File: config.mk
export PLATFORM = sky130hd
export DESIGN_NAME = frame_crf_marginal_loss_unit
export DESIGN_NICKNAME = d
export VERILOG_FILES = /design/src/rtl/fcml_pkg.sv /design/src/rtl/fcml_out_fifo.sv /design/src/rtl/fcml_core.sv /design/src/rtl/frame_crf_marginal_loss_unit.sv
export SDC_FILE = /design/constraint.sdc
export NUM_CORES = 2
export LEC_CHECK = 0
export BUFFER_PORTS_ARGS = -buffer_cell sky130_fd_sc_hd__buf_4
export CAP_MARGIN = 30
export CORE_AREA = 4 4 428 346
export DETAILED_ROUTE_END_ITERATION = 8
export DIE_AREA = 0 0 432 350
export PLACE_DENSITY = 0.77
export SKIP_LAST_GASP = 1
export SYNTH_ARGS = -nofsm -noshare
export SYNTH_HDL_FRONTEND = slang
export SYNTH_SLANG_ARGS = --single-unit
export TNS_END_PERCENT = 1
File: constraint.sdc
create_clock -name clk -period 19.1 [get_ports clk]
set_input_delay 3.82 -clock clk [delete_from_list [all_inputs] [get_ports clk]]
set_output_delay 3.82 -clock clk [all_outputs]
set_load 0.05 [all_outputs]
File: src/rtl/fcml_pkg.sv
// Shared constants, codes, word types and log-add helpers for the frame CRF
// marginal loss unit. No dependencies.
package fcml_pkg;

	localparam int MAX_REFS    = 4;
	localparam int LABEL_WIDTH = 8;
	localparam int MAX_FRAMES  = 512;
	localparam int MAX_VALUES  = 1024;
	localparam int SCORE_BITS  = 24;
	localparam int LA_LEN      = 37;

	localparam int REF_W   = (MAX_REFS > 1) ? $clog2(MAX_REFS) : 1;
	localparam int NREF_W  = $clog2(MAX_REFS + 1);
	localparam int WORD_W  = $clog2(LABEL_WIDTH);
	localparam int FC_W    = $clog2(MAX_FRAMES + 1);
	localparam int VC_W    = $clog2(MAX_VALUES + 1);
	localparam int FIFO_DEPTH = 4;
	localparam int FIFO_PW    = $clog2(FIFO_DEPTH);
	localparam int FIFO_CW    = $clog2(FIFO_DEPTH + 1);

	localparam logic [1:0] FUNC_LABEL = 2'd0;
	localparam logic [1:0] FUNC_FRAME = 2'd1;
	localparam logic [1:0] FUNC_VALUE = 2'd2;
	localparam logic [1:0] FUNC_END   = 2'd3;

	localparam logic [1:0] KIND_ARG  = 2'd0;
	localparam logic [1:0] KIND_MARG = 2'd1;
	localparam logic [1:0] KIND_LOSS = 2'd2;

	localparam logic [1:0] CFG_LAMBDA = 2'd0;
	localparam logic [1:0] CFG_REFS   = 2'd1;

	typedef struct packed {
		logic [1:0]                   func;
		logic [4:0]                   label_slot;
		logic [9:0]                   label_value;
		logic signed [SCORE_BITS-1:0] score;
		logic                         last_value;
	} item_t;

	typedef struct packed {
		logic [1:0]         kind;
		logic [8:0]         frame_num;
		logic [2:0]         arg_pos;
		logic [9:0]         best_index;
		logic signed [31:0] amount;
		logic               last;
	} res_t;

	typedef struct packed {
		logic room1;
		logic room2;
	} fifo_stat_t;

	function automatic logic [11:0] la_corr(input logic [5:0] i);
		logic [11:0] c;
		case (i)
			6'd0: c = 12'd2839;  6'd1: c = 12'd2359;  6'd2: c = 12'd1942;
			6'd3: c = 12'd1585;  6'd4: c = 12'd1283;  6'd5: c = 12'd1032;
			6'd6: c = 12'd825;   6'd7: c = 12'd656;   6'd8: c = 12'd520;
			6'd9: c = 12'd410;   6'd10: c = 12'd323;  6'd11: c = 12'd254;
			6'd12: c = 12'd199;  6'd13: c = 12'd156;  6'd14: c = 12'd122;
			6'd15: c = 12'd95;   6'd16: c = 12'd74;   6'd17: c = 12'd58;
			6'd18: c = 12'd45;   6'd19: c = 12'd35;   6'd20: c = 12'd28;
			6'd21: c = 12'd21;   6'd22: c = 12'd17;   6'd23: c = 12'd13;
			6'd24: c = 12'd10;   6'd25: c = 12'd8;    6'd26: c = 12'd6;
			6'd27: c = 12'd5;    6'd28: c = 12'd4;    6'd29: c = 12'd3;
			6'd30: c = 12'd2;    6'd31: c = 12'd2;    6'd32: c = 12'd1;
			6'd33: c = 12'd1;    6'd34: c = 12'd1;    6'd35: c = 12'd1;
			6'd36: c = 12'd1;
			default: c = 12'd0;
		endcase
		return c;
	endfunction

	function automatic logic signed [31:0] sat32(input logic signed [51:0] v);
		logic signed [31:0] r;
		if (v > 52'sd2147483647) r = 32'sh7FFFFFFF;
		else if (v < -52'sd2147483648) r = 32'sh80000000;
		else r = v[31:0];
		return r;
	endfunction

	// hi + correction looked up by the gap, in units of 1/4 nat.
	function automatic logic signed [31:0] log_add(input logic signed [31:0] a,
			input logic signed [31:0] b);
		logic signed [51:0] hi;
		logic signed [51:0] lo;
		logic [51:0]        d;
		logic signed [51:0] s;
		hi = (a > b) ? 52'(a) : 52'(b);
		lo = (a > b) ? 52'(b) : 52'(a);
		d  = hi - lo;
		if (d[51:10] < 42'd37) s = hi + 52'(la_corr(d[15:10]));
		else s = hi;
		return sat32(s);
	endfunction

endpackage

File: src/rtl/fcml_out_fifo.sv
// Result queue of the frame CRF marginal loss unit: takes up to two words a
// cycle, delivers one while the receiver does not stall. Depends on fcml_pkg.
module fcml_out_fifo import fcml_pkg::*; (
	input  logic       clk,
	input  logic       arst_n,
	input  logic       push0,
	input  res_t       res0,
	input  logic       push1,
	input  res_t       res1,
	output fifo_stat_t stat,
	output logic       out_valid,
	input  logic       out_stall,
	output res_t       out_res
);

	res_t               mem_q [FIFO_DEPTH];
	logic [FIFO_PW-1:0] rd_q;
	logic [FIFO_PW-1:0] wr_q;
	logic [FIFO_CW-1:0] cnt_q;
	logic               pop;
	logic [FIFO_CW-1:0] npush;

	assign out_valid  = (cnt_q != '0);
	assign out_res    = mem_q[rd_q];
	assign pop        = out_valid && !out_stall;
	assign stat.room1 = (cnt_q <= FIFO_CW'(FIFO_DEPTH - 1));
	assign stat.room2 = (cnt_q <= FIFO_CW'(FIFO_DEPTH - 2));
	assign npush      = FIFO_CW'(push0) + FIFO_CW'(push1);

	always_ff @(posedge clk) begin
		if (push0) mem_q[wr_q] <= res0;
		if (push1) mem_q[push0 ? wr_q + FIFO_PW'(1) : wr_q] <= res1;
	end

	always_ff @(posedge clk or negedge arst_n) begin
		if (!arst_n) begin
			rd_q  <= '0;
			wr_q  <= '0;
			cnt_q <= '0;
		end else begin
			if (pop) rd_q <= rd_q + FIFO_PW'(1);
			wr_q  <= wr_q + FIFO_PW'(npush);
			cnt_q <= cnt_q + npush - FIFO_CW'(pop);
		end
	end

endmodule

File: src/rtl/fcml_core.sv
// Example state of the frame CRF marginal loss unit: labels, running argmax
// and log-sum-exps, and the loss sequencer. Depends on fcml_pkg.
module fcml_core import fcml_pkg::*; (
	input  logic       clk,
	input  logic       arst_n,
	input  logic       item_valid,
	input  item_t      item,
	output logic       take,
	input  fifo_stat_t stat,
	output logic       push0,
	output res_t       res0,
	output logic       push1,
	output res_t       res1,
	input  logic       cfg_valid,
	input  logic [1:0] cfg_index,
	input  logic [15:0] cfg_data
);

	localparam logic [1:0] SEQ_IDLE = 2'd0;
	localparam logic [1:0] SEQ_POS  = 2'd1;
	localparam logic [1:0] SEQ_MUL  = 2'd2;
	localparam logic [1:0] SEQ_OUT  = 2'd3;

	logic [9:0]         lbl_q [MAX_REFS][LABEL_WIDTH];
	logic [15:0]        lambda_q;
	logic [2:0]         refs_q;
	logic signed [31:0] ref_sums_q [MAX_REFS];
	logic [FC_W-1:0]    fc_q;
	logic [2:0]         ac_q;
	logic [VC_W-1:0]    vc_q;
	logic signed [SCORE_BITS-1:0] best_q;
	logic [9:0]         best_idx_q;
	logic signed [31:0] arg_lse_q, frame_sum_q, norm_q, gt_q;
	logic               open_q, has_norm_q, full_q;
	logic [1:0]         seq_q;
	logic [NREF_W-1:0]  ridx_q;
	logic signed [31:0] pos_q;
	logic signed [49:0] prod_q;

	logic signed [31:0] n_ref_sums [MAX_REFS];
	logic [FC_W-1:0]    n_fc;
	logic [2:0]         n_ac;
	logic [VC_W-1:0]    n_vc;
	logic signed [SCORE_BITS-1:0] n_best;
	logic [9:0]         n_best_idx;
	logic signed [31:0] n_arg_lse, n_frame_sum, n_norm, n_gt;
	logic               n_open, n_has_norm, n_full;
	logic [1:0]         n_seq;
	logic [NREF_W-1:0]  n_ridx;
	logic signed [31:0] n_pos;
	logic [NREF_W-1:0]  nref;
	logic signed [31:0] sc;
	logic               arg_ok, counted;
	logic [WORD_W-1:0]  arg_word;
	logic signed [51:0] loss;

	assign sc       = 32'(item.score);
	assign arg_ok   = (32'(ac_q) + 1 < LABEL_WIDTH);
	assign arg_word = WORD_W'(ac_q + 3'd1);
	assign take     = item_valid && (seq_q == SEQ_IDLE) && stat.room2;
	assign loss     = 52'(pos_q) - 52'(norm_q) + ((52'(prod_q) + 52'sd2048) >>> 12);

	always_comb begin
		if (refs_q == '0) nref = NREF_W'(1);
		else if (32'(refs_q) > MAX_REFS) nref = NREF_W'(MAX_REFS);
		else nref = NREF_W'(refs_q);
	end

	always_comb begin
		n_ref_sums = ref_sums_q;
		n_fc = fc_q; n_ac = ac_q; n_vc = vc_q;
		n_best = best_q; n_best_idx = best_idx_q;
		n_arg_lse = arg_lse_q; n_frame_sum = frame_sum_q;
		n_norm = norm_q; n_gt = gt_q;
		n_open = open_q; n_has_norm = has_norm_q; n_full = full_q;
		n_seq = seq_q; n_ridx = ridx_q; n_pos = pos_q;
		push0 = 1'b0; push1 = 1'b0;
		res0 = '0; res1 = '0;
		counted = 1'b0;
		if (take) begin
			// A frame start or end of example closes an open frame first.
			if ((item.func == FUNC_FRAME || item.func == FUNC_END) && open_q) begin
				push0           = 1'b1;
				res0.kind       = KIND_MARG;
				res0.frame_num  = fc_q[8:0];
				res0.amount     = frame_sum_q;
				res0.last       = (item.func == FUNC_FRAME);
				if (32'(fc_q) == 32'(lbl_q[0][0])) n_gt = frame_sum_q;
				n_norm     = has_norm_q ? log_add(norm_q, frame_sum_q) : frame_sum_q;
				n_has_norm = 1'b1;
				if (32'(fc_q) < MAX_FRAMES) n_fc = fc_q + FC_W'(1);
				n_open = 1'b0; n_full = 1'b0;
				n_vc = '0; n_ac = '0;
			end
			case (item.func)
				FUNC_FRAME: begin
					if (32'(n_fc) < MAX_FRAMES) begin
						n_open = 1'b1; n_full = 1'b0;
						n_frame_sum = sc;
						n_ac = '0; n_vc = '0;
						for (int j = 0; j < MAX_REFS; j++)
							if (j < 32'(nref) && 32'(lbl_q[j][0]) == 32'(n_fc))
								n_ref_sums[j] = sat32(52'(ref_sums_q[j]) + 52'(sc));
					end
				end
				FUNC_VALUE: begin
					if (open_q && !full_q) begin
						if (32'(vc_q) < MAX_VALUES) begin
							counted = 1'b1;
							if (vc_q == '0) begin
								n_best = item.score; n_best_idx = '0; n_arg_lse = sc;
							end else begin
								if (item.score > best_q) begin
									n_best = item.score; n_best_idx = vc_q[9:0];
								end
								n_arg_lse = log_add(arg_lse_q, sc);
							end
							if (arg_ok)
								for (int j = 0; j < MAX_REFS; j++)
									if (j < 32'(nref) && 32'(lbl_q[j][0]) == 32'(fc_q)
											&& lbl_q[j][arg_word] == vc_q[9:0])
										n_ref_sums[j] = sat32(52'(ref_sums_q[j]) + 52'(sc));
							n_vc = vc_q + VC_W'(1);
						end
						if (item.last_value) begin
							push0           = 1'b1;
							res0.kind       = KIND_ARG;
							res0.frame_num  = fc_q[8:0];
							res0.arg_pos    = ac_q;
							res0.best_index = n_best_idx;
							res0.last       = 1'b1;
							if (counted || vc_q != '0)
								n_frame_sum = sat32(52'(frame_sum_q) + 52'(n_arg_lse));
							n_vc = '0;
							if (ac_q == 3'd7) n_full = 1'b1;
							else n_ac = ac_q + 3'd1;
						end
					end
				end
				FUNC_END: begin
					n_seq  = SEQ_POS;
					n_pos  = ref_sums_q[0];
					n_ridx = NREF_W'(1);
				end
				default: ;
			endcase
		end else begin
			unique case (seq_q)
				SEQ_IDLE: ;
				SEQ_POS: begin
					if (ridx_q < nref) begin
						n_pos  = log_add(pos_q, ref_sums_q[ridx_q[REF_W-1:0]]);
						n_ridx = ridx_q + NREF_W'(1);
					end else begin
						n_seq = SEQ_MUL;
					end
				end
				SEQ_MUL: n_seq = SEQ_OUT;
				SEQ_OUT: begin
					if (stat.room1) begin
						push0       = 1'b1;
						res0.kind   = KIND_LOSS;
						res0.amount = sat32(loss);
						res0.last   = 1'b1;
						for (int j = 0; j < MAX_REFS; j++) n_ref_sums[j] = '0;
						n_fc = '0; n_ac = '0; n_vc = '0;
						n_best = '0; n_best_idx = '0;
						n_arg_lse = '0; n_frame_sum = '0; n_norm = '0; n_gt = '0;
						n_open = 1'b0; n_has_norm = 1'b0; n_full = 1'b0;
						n_seq = SEQ_IDLE;
					end
				end
				default: n_seq = SEQ_IDLE;
			endcase
		end
	end

	always_ff @(posedge clk) begin
		if (take && item.func == FUNC_LABEL)
			lbl_q[item.label_slot[4:3]][item.label_slot[2:0]] <= item.label_value;
		if (seq_q == SEQ_MUL)
			prod_q <= $signed({1'b0, lambda_q}) * (33'(gt_q) - 33'(norm_q));
	end

	always_ff @(posedge clk or negedge arst_n) begin
		if (!arst_n) begin
			lambda_q <= 16'd4096;
			refs_q   <= 3'd1;
			for (int j = 0; j < MAX_REFS; j++) ref_sums_q[j] <= '0;
			fc_q <= '0; ac_q <= '0; vc_q <= '0;
			best_q <= '0; best_idx_q <= '0;
			arg_lse_q <= '0; frame_sum_q <= '0; norm_q <= '0; gt_q <= '0;
			open_q <= 1'b0; has_norm_q <= 1'b0; full_q <= 1'b0;
			seq_q <= SEQ_IDLE; ridx_q <= '0; pos_q <= '0;
		end else begin
			if (cfg_valid) begin
				unique case (cfg_index)
					CFG_LAMBDA: lambda_q <= cfg_data;
					CFG_REFS:   refs_q   <= cfg_data[2:0];
					default: ;
				endcase
			end
			ref_sums_q <= n_ref_sums;
			fc_q <= n_fc; ac_q <= n_ac; vc_q <= n_vc;
			best_q <= n_best; best_idx_q <= n_best_idx;
			arg_lse_q <= n_arg_lse; frame_sum_q <= n_frame_sum;
			norm_q <= n_norm; gt_q <= n_gt;
			open_q <= n_open; has_norm_q <= n_has_norm; full_q <= n_full;
			seq_q <= n_seq; ridx_q <= n_ridx; pos_q <= n_pos;
		end
	end

endmodule

File: src/rtl/frame_crf_marginal_loss_unit.sv
// Top level of the frame CRF marginal loss unit: input register, example core
// and result queue. Depends on fcml_pkg, fcml_core and fcml_out_fifo.

// Label words, frame starts and value scores are taken one per cycle while
// the input does not stall: each word is registered in the input register,
// then folded into the running argmax, log-sum-exps and reference sums by the
// core, with results queued in a four-word output queue. An end-of-example
// word holds the input while the core runs its loss sequence (one log-add per
// reference after the first, a step to leave that loop, then the lambda
// multiply and the final sum), and longer while the queue is full. Input
// stalls while the queue has fewer than two free slots.
module frame_crf_marginal_loss_unit import fcml_pkg::*; (
	input  logic        clk,
	input  logic        arst_n,
	input  logic        in_valid,
	output logic        in_stall,
	input  logic [1:0]  func,
	input  logic [4:0]  label_slot,
	input  logic [9:0]  label_value,
	input  logic signed [23:0] score,
	input  logic        last_value,
	output logic        out_valid,
	input  logic        out_stall,
	output logic [1:0]  kind,
	output logic [8:0]  frame_num,
	output logic [2:0]  arg_pos,
	output logic [9:0]  best_index,
	output logic signed [31:0] amount,
	output logic        last,
	input  logic        cfg_valid,
	output logic        cfg_ready,
	input  logic [1:0]  cfg_index,
	input  logic [15:0] cfg_data
);

	item_t      item_s1;
	logic       v_s1;
	logic       take;
	fifo_stat_t stat;
	logic       push0, push1;
	res_t       res0, res1, head;

	assign in_stall  = v_s1 && !take;
	assign cfg_ready = 1'b1;

	always_ff @(posedge clk) begin
		if (in_valid && !in_stall) begin
			item_s1.func        <= func;
			item_s1.label_slot  <= label_slot;
			item_s1.label_value <= label_value;
			item_s1.score       <= score;
			item_s1.last_value  <= last_value;
		end
	end

	always_ff @(posedge clk or negedge arst_n) begin
		if (!arst_n) v_s1 <= 1'b0;
		else if (!in_stall) v_s1 <= in_valid;
	end

	fcml_core u_core (
		.clk        (clk),
		.arst_n     (arst_n),
		.item_valid (v_s1),
		.item       (item_s1),
		.take       (take),
		.stat       (stat),
		.push0      (push0),
		.res0       (res0),
		.push1      (push1),
		.res1       (res1),
		.cfg_valid  (cfg_valid),
		.cfg_index  (cfg_index),
		.cfg_data   (cfg_data)
	);

	fcml_out_fifo u_fifo (
		.clk       (clk),
		.arst_n    (arst_n),
		.push0     (push0),
		.res0      (res0),
		.push1     (push1),
		.res1      (res1),
		.stat      (stat),
		.out_valid (out_valid),
		.out_stall (out_stall),
		.out_res   (head)
	);

	assign kind       = head.kind;
	assign frame_num  = head.frame_num;
	assign arg_pos    = head.arg_pos;
	assign best_index = head.best_index;
	assign amount     = head.amount;
	assign last       = head.last;

endmodule

=== After elaboration in Yosys (flattened, before gate mapping) ===
Memories as Yosys holds them, arrays and structs flattened.
Index checks and enable logic that the tools add are counted.

* Word-level logic and storage cells: 406
* Bits in writable memories: 548
* Register bits after elaboration: 473
* Input bits: 65
* Output and inout bits: 60
* Bits in read-only memories: 2304
* Memories kept: 5

* Magnitude comparators: 41
* Add/sub/neg operators: 24
* Multiply operators: 1
* Mux-type cells: 203
* Bitwise operators: 3
* Reductions and logical operators: 53
* Equality and inequality tests: 45

{| class="wikitable"
|+ Memories
! name !! depth !! width !! rd ports !! clocked after memory_dff !! wr ports !! line !! text
|-
| (no name shown) || 64 || 12 || 1 || 0 || 0 || fcml_pkg.sv:57 || <nowiki>case (i)</nowiki>
|-
| (no name shown) || 64 || 12 || 1 || 0 || 0 || fcml_pkg.sv:57 ||
|-
| (no name shown) || 64 || 12 || 1 || 0 || 0 || fcml_pkg.sv:57 ||
|-
| u_core.lbl_q || 4 || 80 || 4 || 0 || 1 || fcml_core.sv:24 || <nowiki>logic [9:0] lbl_q [MAX_REFS][LABEL_WIDTH];</nowiki>
|-
| u_fifo.mem_q || 4 || 57 || 1 || 0 || 1 || fcml_out_fifo.sv:16 || <nowiki>res_t mem_q [FIFO_DEPTH];</nowiki>
|}

{| class="wikitable"
|+ Operators by type and width
! operator !! number
|-
| 2-to-1 mux 32 bit || 53
|-
| 2-to-1 mux 52 bit || 19
|-
| 2-to-1 mux 128 bit || 7
|-
| > comparator 52 x 32 -> 1 bit (second input constant) || 9
|-
| less-than comparator 52 x 32 -> 1 bit (second input constant) || 9
|-
| case mux 128 bit (2 select lines) || 1
|-
| 2-to-1 mux 24 bit || 10
|-
| 2-to-1 mux 10 bit || 22
|-
| adder 52 x 12 -> 52 bit || 3
|-
| 2-to-1 mux 12 bit || 13
|-
| subtractor 52 bit || 3
|-
| adder 32 x 24 -> 33 bit || 4
|-
| 2-to-1 mux 33 bit || 4
|-
| == test 10 bit || 13
|-
| less-than comparator 42 x 6 -> 1 bit (second input constant) || 3
|-
| binary-select mux 10 bit (select 3 bit) || 4
|-
| 2-to-1 mux 11 bit || 8
|-
| 2-to-1 mux 80 bit || 1
|-
| subtractor 32 x 32 -> 33 bit || 2
|-
| binary-select mux 32 bit (select 2 bit) || 1
|-
| > comparator 32 bit || 2
|-
| case mux 32 bit (2 select lines) || 1
|-
| adder 50 x 13 -> 51 bit (second input constant) || 1
|-
| multiplier 17 x 50 -> 50 bit || 1
|-
| other kinds (58) || 176
|}

=== Depth between registers and ports, before layout ===
* Depth after elaboration: 34
* Depth in mapped cells: 68
* Mapped depth without buffers: 64

=== Hierarchy ===
Synthesis repeated with hierarchy kept, for this count alone.

* Cells, all modules: 9095
* Area total of the unflattened synthesis: 90110.2 um2

{| class="wikitable"
|+ Modules (own cells, without submodules)
! module !! times used !! seq. area each (um2) !! cells an instance !! area each (um2)
|-
| fcml_core || 1 || 20116.8 || 8441 || 77182.8
|-
| fcml_out_fifo || 1 || 7021.7 || 605 || 11597.4
|-
| frame_crf_marginal_loss_unit || 1 || 1286.2 || 49 || 1330.0
|}

=== Least setup slack after synthesis ===
Ideal clock, no wire load.

* Kind: reg-to-reg
* Start point: register item_s1[24] (netlist name)
* End point: register u_core.frame_sum_q[10]
* Buffers on the path: 4
* Library setup time: 132 ps
* Period minus slack after synthesis: 13595 ps
* Stages on the path, launching flop included: 65
* Setup slack: 5505 ps
* Data arrival time: 13464 ps
* Data required time: 18968 ps
* Cells stage by stage: edfxtp_1 > inv_2 > ha_1 > buf_2 > nand2_1 > nor2_1 > nand4_1 > or4_1 > o211ai_2 > nand2_2 > or3_1 > a311oi_2 > nor4_4 > a21oi_1 > xnor2_1 > clkbuf_1 > inv_1 > ha_1 > [29 not listed] > a21oi_1 > o21bai_1 > a211oi_1 > o21ai_0 > a21oi_1 > o21ai_0 > o211ai_1 > a31oi_1 > or2_2 > a221oi_1 > o21ai_0 > o21ai_0 > nor2b_1 > mux2i_1 > nand2_1 > clkbuf_1 > a21oi_1 > o22ai_1

* Longest elaborated chain between the ends: 34
* Elaborated cells on any way between the ends: 38
* Classes of those cells: add/sub: 3; order compare: 6; mux: 28; memory: 1

{| class="wikitable"
|+ Ends and longest elaborated chain
! item !! line !! text
|-
| start, declared || frame_crf_marginal_loss_unit.sv:36 || <nowiki>item_t item_s1;</nowiki>
|-
| > comparator 32 x 24 -> 1 bit || fcml_pkg.sv:91, fcml_pkg.sv:92 ||
|-
| 2-to-1 mux 52 bit, on equally long branches || fcml_pkg.sv:91, fcml_pkg.sv:92 ||
|-
| subtractor 52 bit || fcml_pkg.sv:93 || <nowiki>d = hi - lo;</nowiki>
|-
| memory (64 x 12 bit) || n/a ||
|-
| 2-to-1 mux 12 bit || fcml_pkg.sv:94 || <nowiki>if (d[51:10] < 42'd37) s = hi + 52'(la_corr(d[15:10]));</nowiki>
|-
| 2-to-1 mux 12 bit || fcml_core.sv:110 || <nowiki>if (vc_q == '0) begin</nowiki>
|-
| 2-to-1 mux 12 bit || fcml_core.sv:108 || <nowiki>if (32'(vc_q) < MAX_VALUES) begin</nowiki>
|-
| 2-to-1 mux 12 bit || fcml_core.sv:107 || <nowiki>if (open_q && !full_q) begin</nowiki>
|-
| [18 not listed] || n/a ||
|-
| less-than comparator 52 x 32 -> 1 bit || fcml_pkg.sv:79 || <nowiki>else if (v < -52'sd2147483648) r = 32'sh80000000;</nowiki>
|-
| 2-to-1 mux 32 bit || fcml_pkg.sv:79 ||
|-
| 2-to-1 mux 32 bit * || fcml_pkg.sv:78 || <nowiki>if (v > 52'sd2147483647) r = 32'sh7FFFFFFF;</nowiki>
|-
| 2-to-1 mux 32 bit * || fcml_core.sv:132 || <nowiki>if (counted || vc_q != '0)</nowiki>
|-
| 2-to-1 mux 32 bit * || fcml_core.sv:125 || <nowiki>if (item.last_value) begin</nowiki>
|-
| 2-to-1 mux 32 bit * || fcml_core.sv:107 ||
|-
| case mux 32 bit (2 select lines) * || fcml_core.sv:95 || <nowiki>case (item.func)</nowiki>
|-
| 2-to-1 mux 32 bit * || fcml_core.sv:80 || <nowiki>if (take) begin</nowiki>
|-
| end signal, assigned || fcml_core.sv:206 || <nowiki>arg_lse_q <= n_arg_lse; frame_sum_q <= n_frame_sum;</nowiki>
|-
| end, declared || fcml_core.sv:33 || <nowiki>logic signed [31:0] arg_lse_q, frame_sum_q, norm_q, gt_q;</nowiki>
|}

Mark *: on every way between the ends. The rest lies on a longest branch, timed or not. The select of a mux whose other input is x is not followed.
A chain may end at the register's enable or synchronous reset.

=== Worst setup path in the final report ===
* Start point: register item_s1[15] (netlist name)
* End point: register u_core.frame_sum_q[24]

The elaborated chain is that of the path after synthesis.

==> summary.txt <==
Status
  • Status: completed

Cells and area
  • Most common cell after layout, fill and taps aside: nand2_1
  • Fraction of layout cells with a size suffix above 1: 9.72%
  • Nets: 9,806
  • Area growth syn-to-layout: 8.56%
  • Most frequent cells in the layout: nand2_1, inv_1, edfxtp_1
  • Fillers: 11,100
  • Area occupied by multi-input gates: 52,700 sq um
  • FF+latch area: 28,400 sq um
  • Final Util: 64.6%

Yosys
  • Sequential share of the synthesized area: 33.2%
  • Post-Synth Adder-Cell Area: 20.9%
  • Largest area contributor in the netlist: edfxtp_1
  • Simple-gate share of the synthesized area: 14.2%
  • Mux share of post-synthesis cell area: 6.47%
  • Synth unique cells: 112
  • Mapped Area: 85,700 sq um
  • Syn_area_per_cell: 9.93 sq um
  • Net count after synthesis: 9,797
  • Post-synth top area share: 22.0%
  • EDFF count, synth: 629
  • Synth Area in Compound Gates: 14.8%
  • Cell count after synthesis: 8,630
  • Synth area leaders: edfxtp_1, fa_1, dfrtp_1, ha_1, mux4_2
  • Synth Flop Type: edfxtp_1
  • Post-synth ARST share: 37.7%
  • Largest family of logic cells by synthesized area: adder cells
  • Xor and xnor area share after synthesis: 4.89%
  • Flops & latches, synth: 1,010
  • Synth warn: 0

Drt
  • Routed len/inst: 25.3 um
  • Via count: 69,900
  • Post-DRT Antenna Nets: 0
  • DRC: 0
  • Post-Route WL: 269,000 um
  • DR iter-0 viols: 8,290
  • Vias per cell: 6.57
  • Drt pass-1 iters: 7

Setup path
  • Worst Path Max Fanout: 42
  • Slowest CP cell: nor2_1
  • Critical path type: reg2reg
  • FF-to-FF End: u_core.frame_sum_q[24]
  • Crit path launch type: flip-flop
  • Required @ worst endpoint: 19.72 ns
  • Crit end category: flip-flop
  • Worst r2r src: item_s1[15]
  • Max incr delay on CP: 0.77 ns
  • CP arrival: 17.30 ns
  • R2R Setup Slk: 2.42 ns
  • Reg2Reg Depth: 64
  • Crit path top cell by count: o21ai_0

Floorplanning
  • Initial Util: 59.5%
  • Die width: 432 um
  • Die area: 151,000 sq um
  • Die Span Y: 350 um
  • CORE AREA: 144,000 sq um
  • Num rows: 125
  • Ports: 125

Timing
  • Final hold slack: 0.482 ns
  • Setup Viol. Count Final: 0
  • Final WS setup: 2.42 ns
  • Max_slew headroom: 23.8%
  • Max Fclk: 59.9 MHz
  • Clock skew: 0.0719 ns
  • RSZ-0062 raised after global routing: false
  • Post-layout min period: 16.68 ns
  • Slew Limit Fails: 0
  • Fin crit share: 87.3%
  • Slew @ Worst Pin: 1.14 ns
  • Final hold vios: 0
  • Setup_tns: 0 ns

Clock network
  • TritonCTS clock tree: built
  • Cts bufs inserted: 104
  • Reg clk slew, reported paths: 0.07 ns
  • H-tree depth: 3
  • Post CTS Setup Buffer Count: 0
  • Clk Latency, worst-skew pair: 0.79 ns
  • Clock buffer depth: 3
  • CTS Root Cell: clkbuf_16
  • Cts repair resizes: 0
  • Clock Sinks: 1,010
  • Hold_buf cts: 0

Global routing
  • Largest net degree at the start of global routing: 72
  • Vias in the first global route: 69,100
  • First-pass GRT wire length: 414,000 um
  • Initial antenna violation count: 3
  • Tot GR Track Use: 35.4%
  • Grt ovf: 0

Min path
  • Hold Path End: u_core.best_q[20]
  • Hold Path Stages: 2
  • Worst Hold Class: reg2reg
  • Hold path startpoint: u_core.best_q[20]

Placed design
  • Pre-CTS setup slack: 2.95 ns
  • Gpl congestion: 0.991
  • Detail Placement HPWL: 199,000 um
  • I/O Buffers: 123

Flow run
  • # Max-Cap Violations: 0
[state kept, by name, indices dropped and copies added, names as in the netlist, 10 cells and up]
signal	count
item_s1	42
u_core.arg_lse_q	32
u_core.best_idx_q	10
u_core.best_q	24
u_core.fc_q	10
u_core.frame_sum_q	32
u_core.gt_q	32
u_core.lambda_q	16
u_core.lbl_q	320
u_core.norm_q	32
u_core.pos_q	32
u_core.prod_q	39
u_core.ref_sums_q	128
u_core.vc_q	11
u_fifo.mem_q	228
[cell type report]
class / count / share of cell area [%]
timing repair buffer: 301 / 2.73
sequential: 1010 / 30.6
clock buffer: 133 / 3.05
inverter: 862 / 3.48
clock inverter: 62 / 0.917
tap: 1905 / 2.56
multi-input combinational: 6360 / 56.7
antenna: 3 / 0.00807
[synthesized netlist by cell type (16+ instances only)]
cell type / instances
or4_1: 18
a211o_1: 16
nor4_1: 46
nor2_1: 461
buf_1: 43
o211ai_1: 53
dfrtp_1: 379
o22ai_1: 89
buf_2: 34
mux2_2: 61
ha_1: 552
or3_1: 69
o21ai_1: 34
a31oi_1: 54
a221o_1: 69
nand2b_1: 64
nand3_1: 209
o221ai_1: 44
a22o_1: 44
a21oi_1: 398
o21a_1: 48
clkbuf_1: 315
a21o_1: 117
fa_1: 550
and3_1: 71
mux2i_1: 98
nand4_1: 64
nand2_1: 962
o2111ai_1: 17
o31ai_1: 95
a21boi_0: 34
a211oi_1: 47
edfxtp_1: 629
nor3_1: 164
a221oi_1: 18
and2_1: 236
inv_1: 855
a22oi_1: 87
xnor2_1: 308
xor2_1: 170
o21ai_0: 401
o21bai_1: 61
nor2b_1: 73
or2_2: 40
mux4_2: 169
[metrics by stage]
stage	std cells	instance area [sq um]
global placement	10400	88800
floorplan	8630	85700
finish	10600	93000
detailed placement	10400	89300
CTS	10600	93000
global route	10600	93000
[critical path: cells and delay by family, from the launching register on]
kind,cells,cell delay (ns)
AOI/OAI and AO/OA,36,8.81
and+or+nand+nor,17,4.19
buffers and inverters,6,1.41
adders and majority gates,4,1.26
DFF,1,0.73
muxes,1,0.13
[worst max path at each step]
stage / slack, ns / start / endpoint
floorplan: 5.50 / item_s1[24] / u_core.frame_sum_q[10]
global placement: 3.03 / item_s1[15] / u_core.frame_sum_q[18]
detailed placement: 2.95 / item_s1[15] / u_core.frame_sum_q[18]
CTS: 2.78 / item_s1[15] / u_core.frame_sum_q[24]
global route: 1.33 / item_s1[15] / u_core.frame_sum_q[24]
finish: 2.42 / item_s1[15] / u_core.frame_sum_q[24]
[layer usage]
layer / part of all wire [%] / GRT usage [%] / routed length, um
met1: 39 / 48.5 / 105000
met2: 44 / 54.0 / 119000
met3: 11 / 8.27 / 30100
met4: 5.4 / 15.9 / 14600
met5: 0.0052 / 0 / 14
[cells by family after synthesis]
kind of cell	Yosys count
simple gates	2555
compound gates	1890
buf+inv	1260
fa+ha+maj	1102
flops	1010
xor+xnor	478
mux	334
other cells	1
Power is not shown: default switching activity piles up to over one toggle a cycle in this logic, so the estimate is an artifact.
